$ cat config.mk
export PLATFORM = sky130hd
export DESIGN_NAME = hid_report_descriptor_size_scan
export DESIGN_NICKNAME = d
export VERILOG_FILES = /design/src/sv/hrds_pkg.sv /design/src/sv/hrds_parser.sv /design/src/sv/hrds_size_max.sv /design/src/sv/hid_report_descriptor_size_scan.sv
export SDC_FILE = /design/constraint.sdc
export NUM_CORES = 2
export LEC_CHECK = 0
export BUFFER_PORTS_ARGS = -buffer_cell sky130_fd_sc_hd__buf_2
export CORE_UTILIZATION = 39
export CTS_CLUSTER_SIZE = 12
export DETAILED_ROUTE_END_ITERATION = 16
export GPL_ROUTABILITY_DRIVEN = 1
export PLACE_DENSITY_LB_ADDON = 0.2
export RECOVER_POWER = 100
export SETUP_SLACK_MARGIN = 0.5
export SYNTH_ARGS = -nofsm -noshare
export SYNTH_HDL_FRONTEND = slang
export SYNTH_SLANG_ARGS = --single-unit
$ cat constraint.sdc
create_clock -name clock -period 9.35 [get_ports clock]
set_input_delay 0.935 -clock clock [delete_from_list [all_inputs] [get_ports clock]]
set_output_delay 0.935 -clock clock [all_outputs]
set_load 0.01 [all_outputs]
$ cat src/sv/hrds_pkg.sv
// Shared types and constants for the HID report descriptor size scan.
// No dependencies; every other file of the block imports this package.
package hrds_pkg;

   localparam int ACC_W          = 32;   // payload accumulator width
   localparam int MAX_W          = 61;   // report byte count width
   localparam int SUM_W          = 2 * ACC_W + 2;
   localparam int VALUE_BITS_DEF = 32;

   // Item prefix codes
   localparam logic [7:0] PFX_REPORT_ID    = 8'h85;
   localparam logic [7:0] PFX_LONG_MARK    = 8'hF0;
   localparam logic [7:0] KEY_MASK         = 8'hFC;
   localparam logic [7:0] KEY_REPORT_SIZE  = 8'h74;
   localparam logic [7:0] KEY_REPORT_COUNT = 8'h94;
   localparam logic [7:0] KEY_INPUT        = 8'h80;
   localparam logic [7:0] KEY_OUTPUT       = 8'h90;
   localparam logic [1:0] SIZE_CODE_MASK   = 2'h3;
   localparam logic [1:0] SIZE_CODE_FOUR   = 2'h3;

   typedef struct packed {
      logic [7:0] desc_byte;
      logic       last_byte;
   } hrds_req_type;

   typedef struct packed {
      logic             parse_ok;
      logic [MAX_W-1:0] max_input_bytes;
      logic [MAX_W-1:0] max_output_bytes;
      logic             uses_report_id;
   } hrds_rsp_type;

   // One parsed byte as seen by the size stage
   typedef struct packed {
      logic             valid;
      logic             is_input;
      logic             is_output;
      logic             last;
      logic             ok;
      logic             rid_seen;
      logic [ACC_W-1:0] size;
      logic [ACC_W-1:0] count;
   } hrds_event_type;

endpackage

$ cat src/sv/hrds_parser.sv
// Input register, item parser state machine and event register.
// Depends on hrds_pkg.
module hrds_parser #(
   parameter int VALUE_BITS = hrds_pkg::VALUE_BITS_DEF
) (
   input  logic                   clock,
   input  logic                   reset,
   input  logic                   adv,
   input  logic                   req_valid,
   input  hrds_pkg::hrds_req_type req_word,
   output hrds_pkg::hrds_event_type ev
);
   import hrds_pkg::*;

   typedef enum logic [4:0] {
      PH_PREFIX    = 5'b00001,
      PH_LONG_LEN  = 5'b00010,
      PH_LONG_TAG  = 5'b00100,
      PH_LONG_SKIP = 5'b01000,
      PH_SHORT     = 5'b10000
   } hrds_phase_type;

   logic                  s1_valid_ff;
   hrds_req_type          s1_word_ff;

   hrds_phase_type        phase_ff, phase_in;
   logic [7:0]            prefix_ff, prefix_in;
   logic [7:0]            left_ff, left_in;
   logic [1:0]            idx_ff, idx_in;
   logic [ACC_W-1:0]      accum_ff, accum_in;
   logic [7:0]            rid_ff, rid_in;
   logic [VALUE_BITS-1:0] cur_size_ff, cur_size_in;
   logic [VALUE_BITS-1:0] cur_count_ff, cur_count_in;
   logic [VALUE_BITS-1:0] g_size_ff, g_size_in;
   logic [VALUE_BITS-1:0] g_count_ff, g_count_in;
   logic                  rid_seen_ff, rid_seen_in;

   logic                  ev_valid_ff;
   hrds_event_type        ev_ff, ev_in;

   logic                  complete;
   logic [7:0]            b;
   logic [7:0]            key;
   logic [VALUE_BITS-1:0] v;
   logic [2:0]            n;

   assign b = s1_word_ff.desc_byte;

   always_comb begin
      phase_in     = phase_ff;
      prefix_in    = prefix_ff;
      left_in      = left_ff;
      idx_in       = idx_ff;
      accum_in     = accum_ff;
      rid_in       = rid_ff;
      cur_size_in  = cur_size_ff;
      cur_count_in = cur_count_ff;
      g_size_in    = g_size_ff;
      g_count_in   = g_count_ff;
      rid_seen_in  = rid_seen_ff;
      complete     = 1'b0;
      n            = {1'b0, b[1:0] & SIZE_CODE_MASK};
      if ((b[1:0] & SIZE_CODE_MASK) == SIZE_CODE_FOUR) begin
         n = 3'd4;
      end

      unique case (phase_ff)
         PH_LONG_LEN: begin
            left_in  = b;
            phase_in = PH_LONG_TAG;
         end
         PH_LONG_TAG: begin
            if (left_ff == 8'd0) begin
               complete = 1'b1;
            end else begin
               phase_in = PH_LONG_SKIP;
            end
         end
         PH_LONG_SKIP: begin
            left_in  = left_ff - 8'd1;
            complete = (left_in == 8'd0);
         end
         PH_SHORT: begin
            accum_in = accum_ff | (ACC_W'(b) << {idx_ff, 3'b000});
            idx_in   = idx_ff + 2'd1;
            left_in  = left_ff - 8'd1;
            complete = (left_in == 8'd0);
         end
         default: begin
            prefix_in = b;
            accum_in  = '0;
            idx_in    = 2'd0;
            left_in   = 8'd0;
            if (b == PFX_REPORT_ID) begin
               rid_seen_in = 1'b1;
            end
            if ((b & PFX_LONG_MARK) == PFX_LONG_MARK) begin
               phase_in = PH_LONG_LEN;
            end else if (n == 3'd0) begin
               complete = 1'b1;
            end else begin
               left_in  = {5'd0, n};
               phase_in = PH_SHORT;
            end
         end
      endcase

      // apply a finished item
      key = prefix_in & KEY_MASK;
      v   = accum_in[VALUE_BITS-1:0];
      ev_in           = '0;
      ev_in.valid     = s1_valid_ff;
      ev_in.size      = ACC_W'(cur_size_ff);
      ev_in.count     = ACC_W'(cur_count_ff);
      if (complete) begin
         phase_in = PH_PREFIX;
         if (prefix_in == PFX_REPORT_ID) begin
            rid_in       = accum_in[7:0];
            cur_size_in  = g_size_ff;
            cur_count_in = g_count_ff;
         end else if (key == KEY_REPORT_SIZE) begin
            cur_size_in = v;
            if (rid_ff == 8'd0) begin
               g_size_in = v;
            end
         end else if (key == KEY_REPORT_COUNT) begin
            cur_count_in = v;
            if (rid_ff == 8'd0) begin
               g_count_in = v;
            end
         end else if (key == KEY_INPUT) begin
            ev_in.is_input = 1'b1;
         end else if (key == KEY_OUTPUT) begin
            ev_in.is_output = 1'b1;
         end
      end
      ev_in.last     = s1_word_ff.last_byte;
      ev_in.ok       = complete;
      ev_in.rid_seen = rid_seen_in;
   end

   always_ff @(posedge clock) begin
      if (reset) begin
         s1_valid_ff  <= 1'b0;
         ev_valid_ff  <= 1'b0;
         phase_ff     <= PH_PREFIX;
         prefix_ff    <= '0;
         left_ff      <= '0;
         idx_ff       <= '0;
         accum_ff     <= '0;
         rid_ff       <= '0;
         cur_size_ff  <= '0;
         cur_count_ff <= '0;
         g_size_ff    <= '0;
         g_count_ff   <= '0;
         rid_seen_ff  <= 1'b0;
      end else if (adv) begin
         s1_valid_ff <= req_valid;
         ev_valid_ff <= s1_valid_ff;
         if (s1_valid_ff) begin
            if (s1_word_ff.last_byte) begin
               // end of descriptor: start clean
               phase_ff     <= PH_PREFIX;
               prefix_ff    <= '0;
               left_ff      <= '0;
               idx_ff       <= '0;
               accum_ff     <= '0;
               rid_ff       <= '0;
               cur_size_ff  <= '0;
               cur_count_ff <= '0;
               g_size_ff    <= '0;
               g_count_ff   <= '0;
               rid_seen_ff  <= 1'b0;
            end else begin
               phase_ff     <= phase_in;
               prefix_ff    <= prefix_in;
               left_ff      <= left_in;
               idx_ff       <= idx_in;
               accum_ff     <= accum_in;
               rid_ff       <= rid_in;
               cur_size_ff  <= cur_size_in;
               cur_count_ff <= cur_count_in;
               g_size_ff    <= g_size_in;
               g_count_ff   <= g_count_in;
               rid_seen_ff  <= rid_seen_in;
            end
         end
      end
   end

   always_ff @(posedge clock) begin
      if (adv) begin
         s1_word_ff <= req_word;
         ev_ff      <= ev_in;
      end
   end

   always_comb begin
      ev       = ev_ff;
      ev.valid = ev_valid_ff;
   end

endmodule

$ cat src/sv/hrds_size_max.sv
// Report size multiply stage, running maxima and result register.
// Depends on hrds_pkg.
module hrds_size_max #(
   parameter int VALUE_BITS = hrds_pkg::VALUE_BITS_DEF
) (
   input  logic                     clock,
   input  logic                     reset,
   input  logic                     adv,
   input  hrds_pkg::hrds_event_type ev,
   input  logic                     rsp_stall,
   output logic                     s3_result,
   output logic                     rsp_valid,
   output hrds_pkg::hrds_rsp_type   rsp_word
);
   import hrds_pkg::*;

   logic                    p_valid_ff;
   logic                    p_in_ff, p_out_ff, p_last_ff, p_ok_ff, p_rid_ff;
   logic [2*VALUE_BITS-1:0] prod_ff, prod_in;

   logic [SUM_W-1:0]        sum;
   logic [MAX_W-1:0]        bytes;
   logic [MAX_W-1:0]        max_in_ff, max_in_in;
   logic [MAX_W-1:0]        max_out_ff, max_out_in;

   logic                    rsp_valid_ff, rsp_valid_in;
   hrds_rsp_type            rsp_word_ff, rsp_word_in;
   logic                    load;

   assign prod_in = ev.size[VALUE_BITS-1:0] * ev.count[VALUE_BITS-1:0];

   // round up to bytes; bits above the 61-bit field drop out
   assign sum   = SUM_W'(prod_ff) + SUM_W'(7);
   assign bytes = sum[MAX_W+2:3];

   always_comb begin
      max_in_in  = max_in_ff;
      max_out_in = max_out_ff;
      if (p_in_ff && (max_in_ff < bytes)) begin
         max_in_in = bytes;
      end
      if (p_out_ff && (max_out_ff < bytes)) begin
         max_out_in = bytes;
      end
      rsp_word_in.parse_ok         = p_ok_ff;
      rsp_word_in.max_input_bytes  = max_in_in;
      rsp_word_in.max_output_bytes = max_out_in;
      rsp_word_in.uses_report_id   = p_rid_ff;
   end

   assign s3_result = p_valid_ff && p_last_ff;
   assign load      = adv && s3_result;

   always_comb begin
      rsp_valid_in = rsp_valid_ff;
      if (load) begin
         rsp_valid_in = 1'b1;
      end else if (!rsp_stall) begin
         rsp_valid_in = 1'b0;
      end
   end

   always_ff @(posedge clock) begin
      if (reset) begin
         p_valid_ff   <= 1'b0;
         rsp_valid_ff <= 1'b0;
         max_in_ff    <= '0;
         max_out_ff   <= '0;
      end else begin
         rsp_valid_ff <= rsp_valid_in;
         if (adv) begin
            p_valid_ff <= ev.valid;
            if (p_valid_ff) begin
               if (p_last_ff) begin
                  max_in_ff  <= '0;
                  max_out_ff <= '0;
               end else begin
                  max_in_ff  <= max_in_in;
                  max_out_ff <= max_out_in;
               end
            end
         end
      end
   end

   always_ff @(posedge clock) begin
      if (adv) begin
         p_in_ff   <= ev.is_input;
         p_out_ff  <= ev.is_output;
         p_last_ff <= ev.last;
         p_ok_ff   <= ev.ok;
         p_rid_ff  <= ev.rid_seen;
         prod_ff   <= prod_in;
      end
      if (load) begin
         rsp_word_ff <= rsp_word_in;
      end
   end

   assign rsp_valid = rsp_valid_ff;
   assign rsp_word  = rsp_word_ff;

endmodule

$ cat src/sv/hid_report_descriptor_size_scan.sv
// Top level of the HID report descriptor size scan.
// Depends on hrds_pkg, hrds_parser and hrds_size_max.
//
// Feed the report descriptor one byte per word on the req_ channel, with
// last_byte set on its final byte; one rsp_ word follows each final byte,
// giving parse_ok, the largest Input and Output report sizes in bytes and
// whether a Report ID item appeared. The block takes one byte every clock
// while req_stall is low and holds no item back between descriptors;
// once its final byte is accepted, a result moves through the input
// register, parser event register, size product register, then the
// result register. The only time req_stall rises is when a result sits
// in the result register under rsp_stall and the next result has reached
// the product stage; then the whole pipeline holds until the result
// register frees. All parse state and both maxima return to zero after
// each final byte, so descriptors may follow back to back. VALUE_BITS sets
// the width of accumulated Report Size and Report Count values (8 to 32).
module hid_report_descriptor_size_scan #(
   parameter int VALUE_BITS = hrds_pkg::VALUE_BITS_DEF
) (
   input  logic                   clock,
   input  logic                   reset,
   input  logic                   req_valid,
   output logic                   req_stall,
   input  hrds_pkg::hrds_req_type req_word,
   output logic                   rsp_valid,
   input  logic                   rsp_stall,
   output hrds_pkg::hrds_rsp_type rsp_word
);
   import hrds_pkg::*;

   hrds_event_type ev;
   logic           s3_result;
   logic           adv;

   // Advance everything unless a finished result would overrun a held one.
   assign adv       = !(rsp_valid && rsp_stall && s3_result);
   assign req_stall = !adv;

   hrds_parser #(
      .VALUE_BITS(VALUE_BITS)
   ) u_parser (
      .clock     (clock),
      .reset     (reset),
      .adv       (adv),
      .req_valid (req_valid),
      .req_word  (req_word),
      .ev        (ev)
   );

   hrds_size_max #(
      .VALUE_BITS(VALUE_BITS)
   ) u_size_max (
      .clock     (clock),
      .reset     (reset),
      .adv       (adv),
      .ev        (ev),
      .rsp_stall (rsp_stall),
      .s3_result (s3_result),
      .rsp_valid (rsp_valid),
      .rsp_word  (rsp_word)
   );

endmodule

Word-level counts from Yosys, hierarchy flattened

Index checks and enable logic that the tools add are counted.

Add/subtract/negate cells: 3
Multiply operators: 1
Div/mod/pow operators: 0
$lt $le $gt $ge: 2
Eq/ne operators: 21
Shifts and indexed selects: 1
Mux-type cells: 54
Bitwise gates (word level): 3
Reduce and logical (&&, ||, !) cells: 33

Operator list:

| kind                    | number |
|---|---|
| $mux W32                | 20 |
| $mux W61                | 4 |
| $lt A61 B61 Y1          | 2 |
| $add A64 B3 Y64 const B | 1 |
| $mul A32 B32 Y64        | 1 |
| $pmux W32 S2            | 1 |
| $mux W8                 | 7 |
| $or A32 B32 Y32         | 1 |
| $shl A8 B5 Y32          | 1 |
| $mux W5                 | 5 |
| $logic_not A8 Y1        | 3 |
| $pmux W8 S3             | 1 |
| $eq A6 B6 Y1 const B    | 3 |
| $eq A8 B8 Y1 const B    | 2 |
| $pmux W5 S3             | 1 |
| $mux W1                 | 10 |
| $ne A2 B1 Y1 const B    | 5 |
| $reduce_and A5 Y1       | 2 |
| $reduce_bool A2 Y1      | 5 |
| $reduce_and A4 Y1       | 2 |
| $reduce_or A4 Y1        | 2 |
| $sub A8 B1 Y8 const B   | 1 |
| $reduce_and A7 Y1       | 1 |
| $eq A6 B5 Y1 const B    | 1 |
| 25 further kinds        | 36 |

Register bits after elaboration: 589
Bits in latches: 0
Memory bits (writable): 0
ROM bits: 0
Logic and storage cells: 154
Memories kept: 0

Logic depth before layout (Yosys ltp)

Depth after elaboration: 9
Gate-level depth with buffers: 29
Depth with buffers taken out: 28

Cells and area by module

Synthesis repeated with hierarchy kept, for this count alone.

Cell total of the unflattened synthesis: 6229
Area total of the unflattened synthesis: 60600.6 um^2

By module, submodules not included:

| module                          | times used | cells an instance | area an instance (um^2) |
|---|---|---|---|
| hrds_size_max                   | 1          | 5262              | 49736.5 |
| hrds_parser                     | 1          | 965               | 10852.9 |
| hid_report_descriptor_size_scan | 1          | 2                 | 11.3 |

Least setup slack after synthesis

No wires, ideal clock.

Kind: input -> register
From: in rsp_stall
To: reg u_parser.cur_count_ff[1]
Library setup time: 74 ps
Arrival: 8060 ps
Required time: 9276 ps
Path slack: 1216 ps
Stages: 7
Buffers on the path: 1
Cell sequence: nand4_1 > nand2_1 > nor2_1 > a21oi_1 > clkbuf_1 > nand2_1 > o21ai_0

Longest elaborated chain between the ends: 4

RTL lines:

| element                            | line                                  | source |
|---|---|---|
| start, declared                    | hid_report_descriptor_size_scan.sv:26 | `input logic rsp_stall,` |
| $logic_and A1 B1 Y1 (2 in a row)   | hid_report_descriptor_size_scan.sv:36 | `assign adv = !(rsp_valid && rsp_stall && s3_result);` |
| $not A1 Y1 (no source line)        | --                                    |  |
| $reduce_and A5 Y1 (no source line) | --                                    |  |
| end signal, assigned               | hrds_parser.sv:182                    | `cur_count_ff <= cur_count_in;` |
| end, declared                      | hrds_parser.sv:33                     | `logic [VALUE_BITS-1:0] cur_count_ff, cur_count_in;` |

Every way passes these cells.
A chain may end at the register's enable or synchronous reset.

Worst setup path in the final report

From: reg u_parser.ev_ff (netlist bit u_parser.ev[32])
To: reg u_size_max.prod_ff[60], data pin

Longest elaborated chain between the ends: 1

RTL lines:

| element                          | line                | source |
|---|---|---|
| start, declared                  | hrds_parser.sv:39   | `hrds_event_type ev_ff, ev_in;` |
| start signal, assigned           | hrds_parser.sv:194  | `ev_ff <= ev_in;` |
| $mul A32 B32 Y64                 | hrds_size_max.sv:30 | `assign prod_in = ev.size[VALUE_BITS-1:0] * ev.count[VALUE_BITS-1:0];` |
| named net u_size_max.prod_in[60] | hrds_size_max.sv:19 | `logic [2*VALUE_BITS-1:0] prod_ff, prod_in;` |
| end signal, assigned             | hrds_size_max.sv:93 | `prod_ff <= prod_in;` |
| end, declared                    | hrds_size_max.sv:19 |  |

The timed path passes the listed nets, and every way through them passes these cells.

==> run summary <==
DR WL/cell = 19.9 µm
Worst path most repeated cell = fa_1
Critical Path AT = 9.12 ns
Worst R2R Setup Slack = 0.63 ns
Failing checks = max-capacitance violations, max-slew violations
Seq pwr share = 0.494
CP Launch Point = u_parser.ev[32]$_DFFE_PN_
Sw Pwr = 1220 µW
Leak = 0.0297 µW
Unrepaired setup endpoints after global routing = no
CP Launch Type = register
Kind of end point of the critical path = register
Die Ht = 392 µm
Syn Nets = 7363
Crit path max fanout = 14
CTS tree = built
Worst min path class = reg2reg
Die width = 392 µm
Input/output buffers = 138
Asr flop ratio synth = 0
Total Wirelength = 163000 µm
Max Clk Rate = 115 MHz
Post-synth EDFFs = 271
Vias in the first global route = 43400
PwrDens = 84.4 nW/µm²
Syn Area/Cell = 9.76 µm²
Via count = 42400
Synth Instances = 6069
Switch share = 0.222
Final nets = 7415
Fin util = 0.430
GRT Util Overall = 0.212
Hold Path Origin = u_parser.cur_count_ff[27]$_SDFFE_PP0P_
Placer Congestion = 0.875
Comb power frac = 0.017
Remaining global-route overflow = 0
Max Buffers Root-to-Sink = 3
Critical path's largest stage delay = 1.11 ns
I/O pin total = 139
Total clock sinks = 589
Setup TNS = 0 ns
Core Area = 150000 µm²
Period utilisation layout = 0.933
#FFs+latches synth = 589
Hold depth = 0
Post-route ant nets = 0
Setup Viol. Count Final = 0
Worst Path Buf+Inv = 5
DP HPWL = 123000 µm
R2R Path End = u_size_max.prod_ff[60]$_DFFE_PN_
Clock period minus final worst setup slack = 8.72 ns
P&R area growth vs syn = 9.27%
Die Area = 153000 µm²
CTS Root Cell = clkbuf_16
Library cells used by synthesis = 86
Worst skew pair latency = 0.68 ns
Post-Syn Area = 59200 µm²
Yosys Warn Count = 0
First-pass GRT wire length = 253000 µm
Starting density of the core = 0.394
Crit path cell chain = clkbuf_1 -> nand2_1 -> fa_1 -> inv_1 -> ha_1 -> fa_1 -> fa_1 -> inv_1 -> fa_1 -> fa_1 -> fa_1 -> fa_1 -> inv_1 -> ha_1 -> a21o_1 -> a31oi_1 -> o21ai_0 -> a221o_1 -> a41oi_1 -> o41ai_2 -> clkbuf_1 -> a21oi_1 -> mux2i_1 -> a2111oi_0
Router iterations before antenna repair = 5
# DRC = 0
R2R Path Start = u_parser.ev[32]$_DFFE_PN_
Hold Fails Final Rpt = 0
First DRT Iteration DRCs = 2919
Post-synthesis sequential area ratio = 0.245
Htree depth = 3
Least-Margin Pin Slew = 3.89 ns
Part of the power in the clock network = 0.490
Worst r2r path cells = 24
Vias/cell = 5.18
CP top delay family = adder cells
Maximum VDD drop = 115 µV
Top FF cell, synth = dfxtp_1
Status = finished with violations
Worst Hold Endpoint = u_parser.ev[27]$_DFFE_PN_
Total power = 5460 µW
CTS clk-pin slew, worst paths = 0.08 ns
Num rows = 142
Pins Over Slew Limit = 675
Setup CP Type = reg2reg
Share of cells above drive strength 1 = 0.0578
Clock skew = 0.0507 ns
Critical Path RT = 9.75 ns
Antenna violations before repair = 5
TritonCTS buffer count = 69
Rel. slew slack = -1.59
Pint = 4250 µW
Largest net degree at the start of global routing = 84
Slowest CP cell = edfxtp_1
Max_cap viols = 14
==> registers in the layout, summed over array words and instances (netlist names), 2 cells and up <==
register and cells:
u_parser.g_count_ff 32, u_parser.prefix_ff 8, u_parser.cur_count_ff 32, u_parser.ev 69, u_parser.idx_ff 2, u_parser.left_ff 8, u_parser.cur_size_ff 32, u_size_max.prod_ff 64
u_size_max.max_out_ff 61, u_size_max.rsp_word 124, u_parser.rid_ff 8, u_size_max.max_in_ff 61, u_parser.accum_ff 32, u_parser.b 8, u_parser.phase_ff 5, u_parser.g_size_ff 32
==> repair_timing <==
action,CTS,global route
resized for setup,0,1
setup buffers,1,73
hold buffers,0,0
endpoints found under the setup margin,3,7
==> layer usage <==
| metal | vias up | part of all wire | GRT usage |
|---|---|---|---|
| met5 | - | 0 | 0 |
| met4 | 0 | 0.021 | 0.0491 |
| met3 | 184 | 0.055 | 0.0289 |
| met2 | 1104 | 0.45 | 0.341 |
| met1 | 21600 | 0.47 | 0.303 |
| li1 | 19600 | - | - |
==> logic make-up (layout without fill, tap and decap cells) <==
logic type,count (synthesis),after routing,synth area share
flops,589,589,0.245
simple gates,1809,1809,0.149
xor+xnor,125,125,0.0185
fa+ha+maj,1281,1281,0.384
mux,87,87,0.0156
buf+inv,1293,1401,0.0838
other cells,0,2,0
compound gates,885,885,0.103
==> layout make-up <==
type,instances,area (µm²)
inverter,944,3540
multi-input combinational,4187,39600
fill,14700,85600
timing repair buffer,330,2300
antenna,2,5.00
sequential,589,14500
clock inverter,27,292
clock buffer,100,1950
tap,2016,2520
==> per-stage QoR <==
step                cells  setup slack, ns  area, µm²  hold slack, ns
floorplan            6069             1.22      59200           0.400
global placement     7992            0.437      62100           0.401
detailed placement   7992            0.441      62100           0.412
CTS                  8120            0.612      64300           0.393
global route         8193            0.272      64700           0.410
finish               8195            0.629      64700           0.415
==> power by group through the flow <==
stage / clock (µW) / sequential, µW / combinational, µW
6_report: 2670 / 2700 / 92.0
5_1_grt: 2850 / 2700 / 98.7
4_1_cts: 2750 / 2700 / 92.7
3_5_place_dp: 0 / 2750 / 92.7
3_3_place_gp: 0 / 2750 / 92.1
2_1_floorplan: 0 / 2740 / 64.5
==> layout by cell type (no fill, tap or decap), drive strengths merged, types with 5 or more instances in the layout <==
cell type	n
o22ai	64
o2bb2ai	18
nand2	794
nor3b	11
a21o	88
nor3	28
nand3	36
buf	186
nor4	12
o211ai	134
a22oi	50
fa	896
a211oi	11
mux2	44
a21oi	168
ha	385
nand4	50
inv	947
xor2	56
nor2	208
nand2b	7
or4	5
clkbuf	244
xnor2	69
and3	23
nor2b	17
or3	7
edfxtp	271
and4	9
dfxtp	318
o31ai	24
mux2i	43
a22o	44
clkinv	17
and2	593
o21bai	16
o21ai	207
o21a	8
a31oi	12
==> synthesized netlist by cell type (60+ instances only) <==
| cell | count | area (µm²) |
|---|---|---|
| inv_1 | 943 | 3540 |
| fa_1 | 896 | 17900 |
| nand2_1 | 793 | 2980 |
| and2_1 | 592 | 3700 |
| ha_1 | 385 | 4820 |
| dfxtp_1 | 318 | 6370 |
| clkbuf_1 | 300 | 1130 |
| edfxtp_1 | 271 | 8140 |
| nor2_1 | 206 | 773 |
| o21ai_0 | 199 | 996 |
| a21oi_1 | 167 | 836 |
| a21o_1 | 88 | 661 |
| o211ai_1 | 74 | 556 |
| xnor2_1 | 69 | 604 |
| o22ai_1 | 64 | 400 |
| o211ai_2 | 60 | 751 |
==> worst max-delay path by stage <==
stage	cells past startpoint	slack, ns	end
CTS	26	0.61	u_size_max.prod_ff[63]$_DFFE_PN_
detailed placement	24	0.44	u_size_max.prod_ff[63]$_DFFE_PN_
global route	23	0.27	u_size_max.rsp_word[84]$_DFFE_PP_
finish	24	0.63	u_size_max.prod_ff[60]$_DFFE_PN_
global placement	24	0.44	u_size_max.prod_ff[63]$_DFFE_PN_
floorplan	7	1.22	u_parser.cur_count_ff[1]$_SDFFE_PP0P_
No activity file was read; power rests on OpenSTA's default activity.
